## config.mk

```make
export PLATFORM = sky130hd
export DESIGN_NAME = rtpe_ram
export DESIGN_NICKNAME = d
export VERILOG_FILES = /design/src/rtl/core/rtpe_ram.sv
export SDC_FILE = /design/constraint.sdc
export NUM_CORES = 1
export LEC_CHECK = 0
export ABC_AREA = 1
export BUFFER_PORTS_ARGS = -buffer_cell sky130_fd_sc_hd__buf_2
export CAP_MARGIN = 20
export CORE_ASPECT_RATIO = 1.25
export CORE_MARGIN = 4
export CORE_UTILIZATION = 65
export DETAILED_ROUTE_END_ITERATION = 8
export HOLD_SLACK_MARGIN = 0.08
export PLACE_DENSITY_LB_ADDON = 0.05
export SLEW_MARGIN = 20
export SYNTH_ARGS = -nofsm -noshare
export SYNTH_HDL_FRONTEND = slang
export SYNTH_SLANG_ARGS = --single-unit
```

## constraint.sdc

```tcl
create_clock -name clock -period 4.78 [get_ports clock]
set_input_delay 0.717 -clock clock [delete_from_list [all_inputs] [get_ports clock]]
set_output_delay 0.717 -clock clock [all_outputs]
set_load 0.01 [all_outputs]
```

## src/rtl/core/rtpe_ram.sv

```systemverilog
// ----------------------------------------------------------------------------
// rtpe_ram
// generic ram with one write port and one registered read port
// ----------------------------------------------------------------------------
module rtpe_ram #(
   parameter int WIDTH = 16,
   parameter int DEPTH = 64
) (
   input  logic                     clock,
   input  logic                     wr_en,
   input  logic [$clog2(DEPTH)-1:0] wr_addr,
   input  logic [WIDTH-1:0]         wr_data,
   input  logic [$clog2(DEPTH)-1:0] rd_addr,
   output logic [WIDTH-1:0]         rd_data
);
   logic [WIDTH-1:0] mem [DEPTH];
   logic [WIDTH-1:0] rd_data_ff;

   always_ff @(posedge clock) begin
      if (wr_en) begin
         mem[wr_addr] <= wr_data;
      end
      rd_data_ff <= mem[rd_addr];
   end

   assign rd_data = rd_data_ff;
endmodule

```

=== After elaboration in Yosys (flattened, before gate mapping) ===
Memory sizes are Yosys's and may differ from the RTL's. A register that Yosys moved wholly into a read port is not among the register bits.
Cells that the tools add are included.

* Mux-type cells: 2

{| class="wikitable"
|+ Operators with widths
! kind !! count
|-
| 2-to-1 mux 1 bit || 2
|}

* Bits in registers: 0
* Memory bits (writable): 1024
* Input port bits: 30
* Output and inout bits: 16
* Word-level logic and storage cells: 3
* Memories: 1

{| class="wikitable"
|+ Memories
! name !! words !! bits a word !! rd ports !! clocked after Yosys merged registers in !! wr ports !! line !! text
|-
| mem || 64 || 16 || 1 || 1 || 1 || 16 || <nowiki>logic [WIDTH-1:0] mem [DEPTH];</nowiki>
|}

=== Longest topological paths before layout ===
* Word-level depth: 2
* Mapped depth: 12
* Gate-level depth less buffers: 9

=== Worst setup path before layout ===
No wires, ideal clock.

* Kind: input port to flip-flop
* Start point: in wr_en
* End point: mem mem[48][0] (enable)
* Arrival: 2.841 ns
* Path slack: 1.509 ns
* Stages on the path: 3
* Path through: clkbuf_1 nand4_1 nor4_1

* Longest elaborated chain between the ends: 2

{| class="wikitable"
|+ Ends and longest elaborated chain
! element !! line !! text
|-
| start: declaration || 10 || <nowiki>input logic wr_en,</nowiki>
|-
| 2-to-1 mux 1 bit || 20 || <nowiki>if (wr_en) begin</nowiki>
|-
| 2-to-1 mux 1 bit (implied by the code) || 21 || <nowiki>mem[wr_addr] <= wr_data;</nowiki>
|-
| end: declaration || 16 ||
|}

No other way between the ends.

==> metrics.md <==
| Metric | Value |
|---|---|
| Fin. Hold Viols | 0 |
| TNS Setup | 0 ns |
| Hold Buf Count CTS | 0 |
| Req. time, crit path | 5.35 ns |
| Clk slew on worst S/H paths | 0.06 ns |
| Vias | 27800 |
| Fillcell total | 4396 |
| Layout area overhead | 9.55% |
| Vias in the first global route | 26800 |
| IO buf count | 45 |
| WS Path Type | in -> reg |
| Startpoint Class | primary input |
| Critical path's top delay family | buffers and inverters |
| Synth unique cells | 16 |
| Gr usage total | 32.1% |
| Initial antenna violation count | 5 |
| Max rail drop VDD | 0.357 mV |
| Root buf cell | clkbuf_16 |
| First drt pass iteration count | 6 |
| CTS resizes | 0 |
| Die area | 68900 µm² |
| Post-CTS setup buffer count | 0 |
| TritonCTS Buffers | 95 |
| Worst hold path startpoint | wr_addr[1] |
| DIE HEIGHT | 293 µm |
| # H-tree levels | 3 |
| Final Max Slew Viols | 0 |
| First-pass GRT wire length | 166000 µm |
| Grt met3 use | 5.83% |
| Synth Warn # | 0 |
| GR met2 Demand/Resource | 51.7% |
| CP cell instances | buf_8 -> inv_16 -> buf_4 -> nand2_1 -> nand3_1 -> nand3_1 -> nand2_1 -> nand2_1 -> nand3_1 -> nand3_1 -> nand2_1 |
| Routed wire length | 112000 µm |
| FF-to-FF End | rd_data[1] |
| GRT Max-Usage Layer | met2 |
| Synth Net Count | 3547 |
| Core area | 64300 µm² |
| Final min period | 2.88 ns |
| Die Wd | 236 µm |
| Worst Path Arrival | 3.44 ns |
| Setup violators final | 0 |
| Clock skew | 0.0189 ns |
| Min-Delay Path Class | in -> reg |
| Clk Latency, worst-skew pair | 0.65 ns |
| Max_cap viols | 0 |
| PwrDens | 411 nW/µm² |
| Buffer depth of the longest clock path | 3 |
| Area of the multi-input gates | 9590 µm² |
| Top Ports | 46 |
| CP peak stage delay | 0.57 ns |
| Layout Utilization | 71.7% |
| FF+latch area | 31100 µm² |
| Bufs and invs on worst path | 3 |
| CTS tree | done |
| Dpl hpwl | 60900 µm |
| Via density | 6.21 |
| Largest net degree at the start of global routing | 196 |
| Sequential fraction of the synthesis area | 73.8% |
| Status | finished clean |
| Tot Pwr | 0.0190 W |
| Highest clock rate | 348 MHz |
| Reg2reg start | mem[15][1] |
| Mapped Cells | 3517 |
| Final period util | 60.2% |
| Total gr overflow | 0 |
| Reg2Reg Depth | 8 |
| Share of layout cells above drive strength 1 | 8.46% |
| Remaining DRCs | 0 |
| Worst hold slack | 0.587 ns |
| CP Max Fanout | 195 |
| Leak pwr | 16.7 nW |
| Post-Syn Area | 42100 µm² |
| Hold Path Sink | mem[52][10] |
| Initial DRC Count | 3411 |
| Antenna Violating Nets Remaining | 0 |
| Slew @ Worst Pin | 1.11 ns |
| Reg2Reg Setup Slack | 3.15 ns |
| Hold path cells | 2 |
| CTS sink cnt | 1040 |
| Max_slew headroom | 25.8% |
| CP Capture Type | register |
| RSZ-0062 raised after global routing | no |
| Nets@finish | 3579 |
| Wire length per cell | 25.0 µm |
| RePlAce Congestion | 0.864 |
| Yosys reg bits | 1040 |
| Avg Cell Area, Syn | 12.0 µm² |
| Grt met1 use | 44.5% |
| Initial core utilization | 65.5% |
| Critical-path top delay cell | inv_16 |
| FP Rows | 104 |
-- metal layers --
| metal | share of wire [%] | wire, µm |
|---|---|---|
| met5 | 0.030 | 33 |
| met2 | 48 | 54200 |
| met1 | 37 | 41000 |
| met4 | 3.8 | 4260 |
| met3 | 11 | 12200 |
-- cell families after synthesis --
kind of cell / synth area share [%]
simple gates: 22.7
flops: 73.8
buf+inv: 3.54
-- through the flow --
step           cell area [µm²]  std cells  setup slack (ns)
2_1_floorplan            42100       3517              1.51
3_3_place_gp             43000       4300              1.37
3_5_place_dp             43000       4300              1.36
4_1_cts                  46100       4475              2.07
5_1_grt                  46100       4477              1.83
6_report                 46100       4478              1.90
-- sequential cells by signal (all words and copies together) (netlist names) --
register  count
rd_data      16
mem        1024
-- cells in the final DEF (no fill, tap or decap), types with 3 or more instances in the layout --
cell,instances
nand3_1,871
clkinv_2,15
dfxtp_1,16
clkbuf_1,26
clkinv_1,15
nor4_2,8
bufinv_16,10
diode_2,3
buf_4,110
nor2_1,55
inv_6,3
inv_1,8
edfxtp_1,1024
clkbuf_16,99
nand4_1,9
nand2_1,1296
buf_12,6
clkbuf_8,6
buf_2,42
-- final cells by class --
class                   count  area share [%]
clock buffers             131            5.76
well taps                 848            2.30
multi-input cells        2240            20.8
inverters                  12           0.168
flip-flops and latches   1040            67.4
clock inverters            44            1.01
diodes                      3          0.0163
repair buffers            160            2.57
-- worst max path at each step --
stage | start | endpoint | slack (ns) | cells after the start
2_1_floorplan | wr_en | mem[48][0] | 1.51 | 3
3_3_place_gp | rd_addr[1] | rd_data[3] | 1.37 | 11
3_5_place_dp | rd_addr[1] | rd_data[3] | 1.36 | 11
4_1_cts | rd_addr[1] | rd_data[3] | 2.07 | 11
5_1_grt | rd_addr[0] | rd_data[1] | 1.83 | 11
6_report | rd_addr[0] | rd_data[14] | 1.90 | 11
-- synth_stat cells --
cell type,count,area (µm²)
inv_8,1,11.3
nand3_1,871,4360
buf_6,49,552
clkbuf_1,26,97.6
buf_2,113,566
nor4_1,8,50.1
nand4_1,9,56.3
edfxtp_1,1024,30700
dfxtp_1,16,320
buf_1,17,63.8
inv_1,9,33.8
nand2_1,1296,4860
inv_2,2,7.51
buf_8,1,15.0
nor2_1,56,210
buf_4,19,143
-- worst reg2reg max path, delay by kind of cell, from the launching register on --
family	cells	cell delay, ns
AND/OR/NAND/NOR	8	1.14
flip-flops	1	0.37
-- where the power goes --
part / leakage [nW] / switching, W / internal, W
Sequential: 9.35 / 0.0000344 / 0.0101
Combinational: 5.84 / 0.000920 / 0.000274
Clock: 1.53 / 0.00321 / 0.00442
Total: 16.7 / 0.00416 / 0.0148
Note: power is estimated with default switching activity, not from simulation.
