--- config.mk ---
export PLATFORM = sky130hd
export DESIGN_NAME = rtpe_div
export DESIGN_NICKNAME = d
export VERILOG_FILES = /design/src/rtl/core/rtpe_pkg.sv /design/src/rtl/core/rtpe_div.sv
export SDC_FILE = /design/constraint.sdc
export NUM_CORES = 1
export LEC_CHECK = 0
export BUFFER_PORTS_ARGS = -buffer_cell sky130_fd_sc_hd__buf_4
export CAP_MARGIN = 20
export CORE_ASPECT_RATIO = 0.5
export CORE_MARGIN = 3
export CORE_UTILIZATION = 45
export DETAILED_ROUTE_END_ITERATION = 8
export GPL_TIMING_DRIVEN = 0
export PLACE_DENSITY = 0.66
export SYNTH_ARGS = -nofsm -noshare
export SYNTH_HDL_FRONTEND = slang
export SYNTH_SLANG_ARGS = --single-unit
--- constraint.sdc ---
create_clock -name clock -period 3.8 [get_ports clock]
set_input_delay 0.57 -clock clock [delete_from_list [all_inputs] [get_ports clock]]
set_output_delay 0.57 -clock clock [all_outputs]
set_load 0.05 [all_outputs]
--- src/rtl/core/rtpe_pkg.sv ---
// ----------------------------------------------------------------------------
// rtpe_pkg
// shared constants and types for the rational transfer product evaluator
// ----------------------------------------------------------------------------
package rtpe_pkg;

   localparam int FACTORS_DEF   = 4;
   localparam int TERMS_DEF     = 8;
   localparam int FRAC_BITS_DEF = 16;

   localparam int X_FRAC   = 16;
   localparam int X_W      = 17;
   localparam int COEF_W   = 16;
   localparam int VAL_W    = 48;
   localparam int CNT_W    = 3;
   localparam int FI_W     = 2;
   localparam int PI_W     = 3;
   localparam int ACC_W    = 64;

   localparam logic CMD_LOAD = 1'b0;
   localparam logic CMD_EVAL = 1'b1;

   localparam logic [VAL_W-1:0] VAL_MAX = {VAL_W{1'b1}};

   typedef struct packed {
      logic [VAL_W-1:0] value;
      logic             div_zero;
      logic             saturated;
   } rsp_type;

endpackage

--- src/rtl/core/rtpe_div.sv ---
// ----------------------------------------------------------------------------
// rtpe_div
// restoring divider, one quotient bit per cycle
// ----------------------------------------------------------------------------
module rtpe_div import rtpe_pkg::*; #(
   parameter int NUM_W = 64
) (
   input  logic             clock,
   input  logic             reset,
   input  logic             start,
   input  logic [NUM_W-1:0] num,
   input  logic [NUM_W-1:0] den,
   output logic             done,
   output logic [NUM_W-1:0] quo
);
   localparam int CW = $clog2(NUM_W + 1);

   logic [NUM_W-1:0] quo_ff, quo_in;
   logic [NUM_W:0]   rem_ff, rem_in;
   logic [NUM_W-1:0] den_ff, den_in;
   logic [CW-1:0]    cnt_ff, cnt_in;
   logic             busy_ff, busy_in;
   logic             done_ff, done_in;
   logic [NUM_W:0]   trial;

   always_comb begin
      quo_in  = quo_ff;
      rem_in  = rem_ff;
      den_in  = den_ff;
      cnt_in  = cnt_ff;
      busy_in = busy_ff;
      done_in = 1'b0;
      trial   = {rem_ff[NUM_W-1:0], quo_ff[NUM_W-1]};
      if (start) begin
         quo_in  = num;
         rem_in  = '0;
         den_in  = den;
         cnt_in  = CW'(NUM_W);
         busy_in = 1'b1;
      end else if (busy_ff) begin
         if (trial >= {1'b0, den_ff}) begin
            rem_in = trial - {1'b0, den_ff};
            quo_in = {quo_ff[NUM_W-2:0], 1'b1};
         end else begin
            rem_in = trial;
            quo_in = {quo_ff[NUM_W-2:0], 1'b0};
         end
         cnt_in = cnt_ff - 1'b1;
         if (cnt_ff == CW'(1)) begin
            busy_in = 1'b0;
            done_in = 1'b1;
         end
      end
   end

   always_ff @(posedge clock) begin
      if (reset) begin
         busy_ff <= 1'b0;
         done_ff <= 1'b0;
         cnt_ff  <= '0;
      end else begin
         busy_ff <= busy_in;
         done_ff <= done_in;
         cnt_ff  <= cnt_in;
      end
      quo_ff <= quo_in;
      rem_ff <= rem_in;
      den_ff <= den_in;
   end

   assign done = done_ff;
   assign quo  = quo_ff;
endmodule

; Yosys cells after proc, flatten, opt, wreduce, memory -nomap -nowiden
; Cells that the tools add are included.
[word_totals]
ff_bits = 201
in_bits = 131
out_inout_bits = 65
wordCells = 25
[classes]
addsub = 2
order_cmp = 1
n_eq_ne = 1
mux = 10
bitwise = 1
reduce_logical = 3
[op_table]
columns = operator, count
row1 = two-way mux 64 bit, 3
row2 = greater-or-equal comparator 65 x 64 -> 1 bit, 1
row3 = subtractor 64 bit, 1
row4 = two-way mux 7 bit, 2
row5 = "== test 7 x 1 -> 1 bit, second input constant", 1
row6 = "subtractor 7 x 1 -> 7 bit, second input constant", 1
row7 = two-way mux 1 bit, 5
row8 = OR reduction 3 bit, 1
row9 = nonzero test 2 bit, 1
row10 = OR reduction 2 bit, 1
row11 = inverter 1 bit, 1

; Longest topological paths before layout
; Gate-level depths: netlist (run 1).
[depth]
word_depth = 4
mapped_depth = 15
depth_no_buf = 13

; Least setup slack after synthesis (run 1)
; OpenSTA, ideal clock, no wires.
[synth_path]
path_kind = reg2reg
from = reg quo_ff[63], in the netlist quo[63]
to = reg rem_ff[52]
setup_ns = 0.120
arrival_ns = 3.317
required_time_ns = 3.680
path_slack_ns = 0.363
stages_incl_launch_ff = 14
n_path_buf = 0
synth_period_minus_slack_ns = 3.437
path_cell_list = edfxtp_1 > inv_1 > ha_1 > fa_1 > nor2b_1 > o2111ai_1 > a211oi_1 > a31oi_1 > o21ai_1 > a311o_1 > a21boi_1 > o21ai_0 > xor2_1 > a211o_1
[synth_between]
elab_chain_len = 2
elab_cells_between_ends = 3
cone_classes = 1 x add/sub / 1 x order compare / 1 x mux
[synth_rtl]
columns = element, line_no
row1 = from (decl), rtpe_div.sv:18  ; logic [NUM_W-1:0] quo_ff, quo_in;
row2 = from (signal assigned), rtpe_div.sv:66  ; quo_ff <= quo_in;
row3 = subtractor 64 bit or greater-or-equal comparator 65 x 64 -> 1 bit (tied branches), "rtpe_div.sv:42, rtpe_div.sv:41"
row4 = two-way mux 64 bit *, rtpe_div.sv:41  ; if (trial >= {1'b0, den_ff}) begin
row5 = to (signal assigned), rtpe_div.sv:67  ; rem_ff <= rem_in;
row6 = to (decl), rtpe_div.sv:19  ; logic [NUM_W:0] rem_ff, rem_in;
; Every way passes the cells marked *; elsewhere a longest branch is shown, timed or not.
; A chain may end at the register's enable or synchronous reset.

; Worst setup path in the final report (run 1)
; Same ends and word-level chain as after synthesis.

==> impl_metrics.env, run 1 <==
export IMPL_clock_sinks=201
export IMPL_yosysSeqAreaShare_pct=43.3
export IMPL_synthSimpleGateAreaFrac_pct=14.2
export IMPL_postCtsHoldBufs=0
export IMPL_worstReg2RegStart="quo[63]$_DFFE_PP_"
export IMPL_drt_initial_drc_count=1051
export IMPL_drive_above_1_share_pct=25.1
export IMPL_fin_nets=1704
export IMPL_reg2reg_to="rem_ff[52]$_SDFFE_PP0P_"
export IMPL_pwr_share_comb_pct=31.5
export IMPL_initial_core_util_pct=47.2
export IMPL_grt_max_degree=68
export IMPL_max_freq_mhz=271
export IMPL_die_h_um=123
export IMPL_p_per_area_mw_per_mm2=473
export IMPL_syn2layout_area_growth_pct=22.7
export IMPL_worstHoldPathType="in2reg"
export IMPL_cap_violations=0
export IMPL_finalMaxSlewViolations=0
export IMPL_timing_final_crit_share_pct=97.2
export IMPL_dp_final_hpwl_um=29300
export IMPL_netlist_instances=1281
export IMPL_ys_top_cells_by_count="138 x nand2_1, 128 x edfxtp_1, 115 x a21oi_1, 108 x nor2_1, 93 x inv_1"
export IMPL_syn_area_mm2=0.0122
export IMPL_crit_fanout=5
export IMPL_async_reset_ff_share_pct=0
export IMPL_clkTransAtPathRegs_ns=0.07
export IMPL_switching_share_pct=34.7
export IMPL_routed_wl_um=39400
export IMPL_wire_per_inst_um=21.1
export IMPL_p_total_mw=7.11
export IMPL_status="complete, no violations"
export IMPL_p_leak_nw=6.29
export IMPL_grt_antenna_before_repair=0
export IMPL_critPathKind="reg2reg"
export IMPL_drc=0
export IMPL_netlist_area_leader_share_pct=31.4
export IMPL_synth_compound_area_share_pct=19.3
export IMPL_htree_levels=1
export IMPL_syn_avg_cell_area_um2=9.56
export IMPL_ys_seq_elements=201
export IMPL_yosys_warnings=0
export IMPL_antenna_left=0
export IMPL_cp_slowest_stage_delay_ns=0.51
export IMPL_synth_top_family_by_area="compound AO/OA/AOI/OAI gates"
export IMPL_worst_pin_slew_ns=1.12
export IMPL_synthTopCellsByArea="edfxtp_1 31%, dfxtp_1 12%, ha_1 6.7%"
export IMPL_crit_chain="inv_1 -> ha_1 -> fa_1 -> nor2b_2 -> o2111ai_1 -> a211oi_2 -> buf_4 -> a31oi_2 -> o21ai_2 -> a311o_2 -> a21boi_1 -> o21ai_1 -> xor2_1 -> a211o_1"
export IMPL_dr_total_vias=10900
export IMPL_tritoncts="done"
export IMPL_critPathCapture="rem_ff[52]$_SDFFE_PP0P_"
export IMPL_synth_edf_count=128
export IMPL_root_buffer="clkbuf_16"
export IMPL_finalClockSkew_ns=0.0266
export IMPL_cpMaxStageDelayCell="edfxtp_1"
export IMPL_reg2reg_setup_slack_ns=0.11
export IMPL_worstSetupStartpoint="quo[63]$_DFFE_PP_"
export IMPL_period_minus_slack_ns=3.69
export IMPL_numPortBuffers=195
export IMPL_synthMuxAreaShare_pct=6.41
export IMPL_hold_viol=0
export IMPL_firstDrtPassIters=6
export IMPL_start_kind="flip-flop"
export IMPL_routed_via_density=5.87
export IMPL_cp_required_ns=4.20
export IMPL_synth_xor_xnor_area_share_pct=3.72
export IMPL_synth_most_common_cell="nand2_1"
export IMPL_synth_area_leader_cell="edfxtp_1"
export IMPL_post_place_cells=1820
export IMPL_boundaryPins=196
export IMPL_grt_pass1_wl_um=59800
export IMPL_place_gp_congestion=0.978
export IMPL_slew_headroom_pct=25.4
export IMPL_post_dp_cell_area_mm2=0.0141
export IMPL_r2r_cells=14
export IMPL_die_area_mm2=0.0293
export IMPL_fin_area_mm2=0.0150
export IMPL_vdd_drop_max_uv=290
export IMPL_synthFlopType="edfxtp_1"
export IMPL_p_sw_mw=2.47
export IMPL_core_mm2=0.0260
export IMPL_seq_power_share_pct=37.7
export IMPL_worstPathArrival_ns=4.09
export IMPL_setup_viol=0
export IMPL_syn_num_nets=1479
export IMPL_cts_max_path_buffers=3
export IMPL_fill_cells=2311
export IMPL_diodes=0
export IMPL_cp_depth=14
export IMPL_final_cells=1864
export IMPL_grt_overflow_total=0
export IMPL_die_x_um=239
export IMPL_path_buf_inv=2
export IMPL_critPathCaptureType="flip-flop"
export IMPL_track_usage_pct=26.5
export IMPL_synth_adder_area_share_pct=6.91
export IMPL_cts_buffers=20
export IMPL_power_share_clock_pct=30.8
export IMPL_synth_cell_types=74
export IMPL_grt_pass1_vias=10500
export IMPL_internal_power_mw=4.64
export IMPL_rows=41
export IMPL_cp_top_family="compound AO/OA/AOI/OAI gates"
export IMPL_clk_latency_ns=0.53
==> worst reg2reg max path, stage by stage (launching register included) <==
cell and delay, ns:
edfxtp_1 0.51, inv_1 0.10, ha_1 0.19, fa_1 0.22, nor2b_2 0.07, o2111ai_1 0.30, a211oi_2 0.12, buf_4 0.16
a31oi_2 0.35, o21ai_2 0.16, a311o_2 0.51, a21boi_1 0.29, o21ai_1 0.13, xor2_1 0.18, a211o_1 0.30
==> placed cells by master, fill, tap and decap left out, drive strengths merged, types with 10 or more instances in the layout <==
| cell | synthesis | routed |
|---|---|---|
| a21o | 32 | 32 |
| nand4 | 32 | 32 |
| a21oi | 118 | 118 |
| nand3 | 16 | 16 |
| o21a | 15 | 15 |
| mux2 | 67 | 67 |
| ha | 66 | 66 |
| dfxtp | 73 | 73 |
| o21ai | 47 | 47 |
| xor2 | 15 | 15 |
| o21bai | 16 | 16 |
| and3 | 10 | 10 |
| nor3 | 29 | 29 |
| or2 | 10 | 10 |
| a311oi | 37 | 37 |
| buf | 22 | 225 |
| nor2 | 108 | 108 |
| nand2 | 138 | 138 |
| inv | 93 | 94 |
| a211oi | 23 | 23 |
| xnor2 | 37 | 37 |
| a31oi | 10 | 10 |
| clkbuf | 55 | 82 |
| edfxtp | 128 | 128 |
==> flip-flops by register name, summed over array words and instances (netlist names) <==
signal,cells
cnt_ff,7
den_ff,64
done,1
quo,64
busy_ff,1
rem_ff,64
==> power by group through the flow <==
| stage | clock network [mW] | registers (mW) | logic (mW) |
|---|---|---|---|
| 6_report | 2.19 | 2.68 | 2.24 |
| 5_1_grt | 2.32 | 2.70 | 2.41 |
| 4_1_cts | 2.22 | 2.68 | 2.18 |
| 3_5_place_dp | 0 | 2.72 | 2.15 |
| 3_3_place_gp | 0 | 2.72 | 2.13 |
| 2_1_floorplan | 0 | 2.95 | 1.23 |
==> layer usage <==
layer	GRT usage, %	vias up	part of all wire (%)
met4	7.84	0	2.8
li1	-	5126	-
met2	39.3	476	42
met3	6.98	78	9.8
met5	0	-	0
met1	37.9	5266	46
==> final cells by class <==
class / instances / area [µm²] / share of cell area [%]
clock inverter: 9 / 130 / 0.866
tap: 344 / 430 / 2.86
multi-input combinational: 908 / 6310 / 42.0
inverter: 95 / 357 / 2.37
clock buffer: 27 / 572 / 3.80
sequential: 201 / 5310 / 35.3
buffer: 77 / 399 / 2.66
timing repair buffer: 203 / 1520 / 10.1
==> kinds of logic after synthesis <==
group	Yosys count
AOI/OAI and AO/OA	340
adders and majority gates	67
DFF	201
and+or+nand+nor	379
muxes	70
xor gates and xnor gates	52
buffers and inverters	172
==> repair_timing <==
action,in CTS,in global routing
buffers inserted,2,6
gates resized for setup,15,14
endpoints found under the setup margin,60,63
pin swaps,1,7
==> how the worst min path moves through the flow <==
stage,start,to,slack [ns],cells past startpoint
after global placement,rem_ff[1]$_SDFFE_PP0P_,rem_ff[1]$_SDFFE_PP0P_,0.47,2
after global routing,den[19],den_ff[19]$_DFFE_PP_,0.21,1
after floorplan,rem_ff[1]$_SDFFE_PP0P_,rem_ff[1]$_SDFFE_PP0P_,0.46,2
final,reset,cnt_ff[6]$_SDFFE_PP0P_,0.21,2
after detailed placement,rem_ff[1]$_SDFFE_PP0P_,rem_ff[1]$_SDFFE_PP0P_,0.48,2
after CTS,reset,cnt_ff[6]$_SDFFE_PP0P_,0.20,2
==> per-stage QoR <==
stage / util [%] / hold WS [ns] / setup TNS, ns / setup slack [ns]
after floorplan: - / 0.459 / 0 / 0.363
after global placement: 54.5 / 0.473 / -61.40 / -0.743
after detailed placement: 54.5 / 0.483 / -15.69 / -0.535
after CTS: 57.5 / 0.203 / 0 / 0.0242
after global routing: 57.9 / 0.206 / -0.0307 / -0.0307
final: 57.9 / 0.214 / 0 / 0.108
No activity file was read; power rests on OpenSTA's default activity.
==> inputs of run 2 (changes only) <==
- clock period: 3.8 -> 3.81 ns (I/O delays scaled with it)
==> impl_metrics.env, run 2 (same netlist as run 1, synthesis figures left out) <==
export IMPL_cts_max_path_buffers=3
export IMPL_p_per_area_mw_per_mm2=472
export IMPL_grt_pass1_vias=10500
export IMPL_worstReg2RegStart="den_ff[12]$_DFFE_PP_"
export IMPL_boundaryPins=196
export IMPL_reg2reg_to="quo[0]$_DFFE_PP_"
export IMPL_r2r_cells=13
export IMPL_post_dp_cell_area_mm2=0.0141
export IMPL_worstHoldPathType="in2reg"
export IMPL_cap_violations=0
export IMPL_slew_headroom_pct=24.6
export IMPL_status="complete, no violations"
export IMPL_die_area_mm2=0.0293
export IMPL_diodes=0
export IMPL_clk_latency_ns=0.53
export IMPL_worstSetupStartpoint="den_ff[12]$_DFFE_PP_"
export IMPL_fin_nets=1703
export IMPL_firstDrtPassIters=5
export IMPL_die_x_um=239
export IMPL_vdd_drop_max_uv=289
export IMPL_drc=0
export IMPL_grt_pass1_wl_um=59800
export IMPL_final_cell_mix="210 x buf_4, 137 x nand2_1, 128 x edfxtp_1"
export IMPL_timing_final_crit_share_pct=98.4
export IMPL_crit_fanout=10
export IMPL_fin_area_mm2=0.0150
export IMPL_core_mm2=0.0260
export IMPL_routed_via_density=5.91
export IMPL_numPortBuffers=195
export IMPL_cts_buffers=20
export IMPL_dr_total_vias=11000
export IMPL_initial_core_util_pct=47.2
export IMPL_hold_ws_ns=0.217
export IMPL_tritoncts="done"
export IMPL_critPathCaptureType="flip-flop"
export IMPL_p_leak_nw=6.29
export IMPL_drt_initial_drc_count=987
export IMPL_root_buffer="clkbuf_16"
export IMPL_critPathCapture="quo[0]$_DFFE_PP_"
export IMPL_start_kind="flip-flop"
export IMPL_clkTransAtPathRegs_ns=0.07
export IMPL_postCtsHoldBufs=0
export IMPL_rsz0062_at_grt="false"
export IMPL_worst_pin_slew_ns=1.13
export IMPL_routed_wl_um=39400
export IMPL_dp_final_hpwl_um=29300
export IMPL_final_common_cell="buf_4"
export IMPL_drive_above_1_share_pct=25.0
export IMPL_place_gp_congestion=0.978
export IMPL_finalMaxSlewViolations=0
export IMPL_rows=41
export IMPL_syn2layout_area_growth_pct=22.7
export IMPL_clock_sinks=201
export IMPL_critPathKind="reg2reg"
export IMPL_track_usage_pct=26.5
export IMPL_grt_max_degree=68
export IMPL_period_minus_slack_ns=3.75
export IMPL_max_freq_mhz=267
export IMPL_antenna_left=0
export IMPL_hold_viol=0
export IMPL_finalClockSkew_ns=0.0234
export IMPL_cp_required_ns=4.08
export IMPL_worstPathArrival_ns=4.02
export IMPL_grt_overflow_total=0
export IMPL_grt_antenna_before_repair=0
export IMPL_reg2reg_setup_slack_ns=0.06
export IMPL_die_h_um=123
export IMPL_htree_levels=1
export IMPL_setup_viol=0
export IMPL_wire_per_inst_um=21.2
==> run 2: per-stage QoR <==
| step | instances | worst slack (ns) | util, % | power, mW | TNS [ns] |
|---|---|---|---|---|---|
| floorplan | 1281 | 0.373 | - | 4.17 | 0 |
| global placement | 1820 | -0.734 | 54.5 | 4.83 | -60.29 |
| detailed placement | 1820 | -0.525 | 54.5 | 4.86 | -15.10 |
| CTS | 1858 | 0.00283 | 57.4 | 7.06 | 0 |
| global route | 1863 | 0.00634 | 57.9 | 7.41 | 0 |
| finish | 1863 | 0.0624 | 57.9 | 7.08 | 0 |
==> run 2: timing repair <==
| item | 4_1_cts | 5_1_grt |
|---|---|---|
| gates resized for setup | 13 | 15 |
| setup buffers | 2 | 6 |
| pin swaps | 1 | 7 |
| endpoints found under the setup margin | 60 | 63 |
==> run 2: power breakdown <==
group          switching, mW  internal [mW]  total (mW)  leakage (nW)
logic                   1.42          0.814        2.23          4.08
registers              0.124           2.55        2.67          1.87
clock network          0.918           1.27        2.18         0.344
total                   2.46           4.63        7.08          6.29
==> run 2: area by class of cell <==
cell class / instances / area, µm²
clock inverter: 9 / 130
timing repair buffer: 203 / 1520
fill: 2313 / 10900
multi-input combinational: 908 / 6310
buffer: 76 / 393
sequential: 201 / 5310
inverter: 95 / 357
tap: 344 / 430
clock buffer: 27 / 572
==> run 2: worst min path at each step <==
| stage | cells past startpoint | endpoint | from |
|---|---|---|---|
| after global placement | 2 | rem_ff[1]$_SDFFE_PP0P_ | rem_ff[1]$_SDFFE_PP0P_ |
| final | 2 | cnt_ff[6]$_SDFFE_PP0P_ | reset |
| after global routing | 1 | den_ff[19]$_DFFE_PP_ | den[19] |
| after floorplan | 2 | rem_ff[1]$_SDFFE_PP0P_ | rem_ff[1]$_SDFFE_PP0P_ |
| after detailed placement | 2 | rem_ff[1]$_SDFFE_PP0P_ | rem_ff[1]$_SDFFE_PP0P_ |
| after CTS | 2 | cnt_ff[6]$_SDFFE_PP0P_ | reset |
==> run 2: metal layers <==
layer	global-route usage [%]	part of all wire, %	up-vias
met5	0	0	-
met1	37.9	45	5314
met2	39.4	42	487
met4	7.73	2.7	0
li1	-	-	5128
met3	7.00	9.9	73
==> run 2: worst max-delay path, cell delays in order, from the launching register on <==
cell and delay, ns:
edfxtp_1 0.38, inv_1 0.07, ha_1 0.23, buf_6 0.14, a21oi_2 0.14, or3b_1 0.39
a2111oi_4 0.40, a21oi_4 0.14, o31a_1 0.41, a21oi_4 0.24, o21ai_4 0.13, buf_4 0.25
buf_2 0.25, mux2_2 0.31
==> inputs of run 3 (changes only) <==
- CTS_BUF_LIST: unset -> sky130_fd_sc_hd__clkbuf_8
==> impl_metrics.env, run 3 (same netlist as run 1, synthesis figures left out) <==
export IMPL_status="complete, no violations"
export IMPL_worstPathArrival_ns=4.09
export IMPL_crit_chain="inv_1 -> ha_1 -> buf_6 -> a21oi_2 -> or3b_1 -> a2111oi_4 -> a21oi_4 -> o31a_1 -> a21oi_4 -> o21ai_4 -> buf_4 -> buf_2 -> mux2_2"
export IMPL_cpMaxStageDelayCell="o31a_1"
export IMPL_vdd_drop_max_uv=326
export IMPL_final_cells=1881
export IMPL_dp_final_hpwl_um=29300
export IMPL_drt_initial_drc_count=1024
export IMPL_clk_latency_ns=0.61
export IMPL_worstReg2RegStart="den_ff[12]$_DFFE_PP_"
export IMPL_syn2layout_area_growth_pct=21.9
export IMPL_hold_ws_ns=0.136
export IMPL_path_buf_inv=4
export IMPL_track_usage_pct=26.6
export IMPL_post_place_cells=1820
export IMPL_hold_viol=0
export IMPL_postCtsHoldBufs=0
export IMPL_firstDrtPassIters=5
export IMPL_fin_util_pct=57.5
export IMPL_routed_via_density=5.86
export IMPL_boundaryPins=196
export IMPL_wire_per_inst_um=21.0
export IMPL_period_minus_slack_ns=3.74
export IMPL_cp_slowest_stage_delay_ns=0.41
export IMPL_setup_ws_ns=0.0741
export IMPL_clkTransAtPathRegs_ns=0.08
export IMPL_die_area_mm2=0.0293
export IMPL_p_per_area_mw_per_mm2=457
export IMPL_timing_final_crit_share_pct=98.1
export IMPL_critPathCaptureType="flip-flop"
export IMPL_place_ws_ns=-0.525
export IMPL_crit_fanout=10
export IMPL_cts_buffers=30
export IMPL_cts_max_path_buffers=3
export IMPL_setup_viol=0
export IMPL_p_leak_nw=6.31
export IMPL_cpMostUsedCell="a21oi_4"
export IMPL_diodes=0
export IMPL_tritoncts="done"
export IMPL_worstHoldPathType="in2reg"
export IMPL_numPortBuffers=195
export IMPL_max_freq_mhz=268
export IMPL_post_dp_cell_area_mm2=0.0141
export IMPL_worstSetupStartpoint="den_ff[12]$_DFFE_PP_"
export IMPL_root_buffer="clkbuf_8"
export IMPL_initial_core_util_pct=47.2
export IMPL_critPathKind="reg2reg"
export IMPL_grt_max_degree=68
export IMPL_hp_start="den[14]"
export IMPL_fin_area_mm2=0.0149
export IMPL_grt_pass1_vias=10600
export IMPL_core_mm2=0.0260
export IMPL_grt_pass1_wl_um=60000
export IMPL_routed_wl_um=39500
export IMPL_dr_total_vias=11000
export IMPL_place_gp_congestion=0.978
export IMPL_p_total_mw=6.82
export IMPL_cp_required_ns=4.16
export IMPL_die_h_um=123
export IMPL_drive_above_1_share_pct=25.0
export IMPL_cap_violations=0
export IMPL_rows=41
export IMPL_fin_nets=1711
export IMPL_grt_antenna_before_repair=1
export IMPL_htree_levels=1
export IMPL_finalMaxSlewViolations=0
export IMPL_clock_sinks=201
export IMPL_cp_top_family="compound AO/OA/AOI/OAI gates"
export IMPL_drc=0
export IMPL_finalClockSkew_ns=0.0246
export IMPL_die_x_um=239
export IMPL_fin_setup_tns_ns=0
export IMPL_final_cell_mix="205 x buf_4, 137 x nand2_1, 128 x edfxtp_1"
export IMPL_slew_headroom_pct=26.2
export IMPL_antenna_left=0
export IMPL_grt_overflow_total=0
export IMPL_start_kind="flip-flop"
export IMPL_final_common_cell="buf_4"
export IMPL_worst_pin_slew_ns=1.11
==> run 3: path summary, 6_finish.rpt <==
| check | end | slack, ns | cells after the start |
|---|---|---|---|
| setup / recovery | quo[0]$_DFFE_PP_ | 0.07 | 13 |
| hold / removal | den_ff[14]$_DFFE_PP_ | 0.14 | 1 |
| setup reg to reg | quo[0]$_DFFE_PP_ | 0.07 | 13 |
| hold reg to reg | rem_ff[1]$_SDFFE_PP0P_ | 0.49 | 2 |
==> run 3: layout make-up <==
class                           count  area, µm²
Buffer                             77        400
Fill cell                        2323      11000
Multi-Input combinational cell    908       6310
Timing Repair Buffer              200       1500
Tap cell                          344        430
Clock inverter                     23        174
Clock buffer                       33        454
Sequential cell                   201       5310
Inverter                           95        357
==> run 3: worst register-to-register path, cell delays in order, from the launching register on <==
cell,delay [ns]
edfxtp_1,0.38
inv_1,0.07
ha_1,0.23
buf_6,0.14
a21oi_2,0.14
or3b_1,0.40
a2111oi_4,0.32
a21oi_4,0.15
o31a_1,0.42
a21oi_4,0.29
o21ai_4,0.15
buf_4,0.25
buf_2,0.26
mux2_2,0.31
==> run 3: report_power, final <==
group | leakage [nW] | switching, mW | internal, mW | total (mW)
clock network | 0.370 | 0.926 | 1.00 | 1.93
logic | 4.07 | 1.41 | 0.807 | 2.22
registers | 1.87 | 0.124 | 2.55 | 2.67
total | 6.31 | 2.46 | 4.35 | 6.82
==> run 3: timing repair <==
item | in CTS | in global routing
resized for setup | 10 | 20
hold endpoints to repair | 0 | 0
buffers inserted | 2 | 3
pin swaps | 1 | 4
endpoints found under the setup margin | 60 | 62
==> run 3: per-layer routing <==
| layer | vias up | GRT usage [%] | wire, µm |
|---|---|---|---|
| met2 | 484 | 39.4 | 16500 |
| met1 | 5324 | 37.7 | 17700 |
| met5 | - | 0 | 13 |
| met3 | 77 | 7.39 | 4180 |
| met4 | 2 | 8.18 | 1120 |
| li1 | 5131 | - | - |
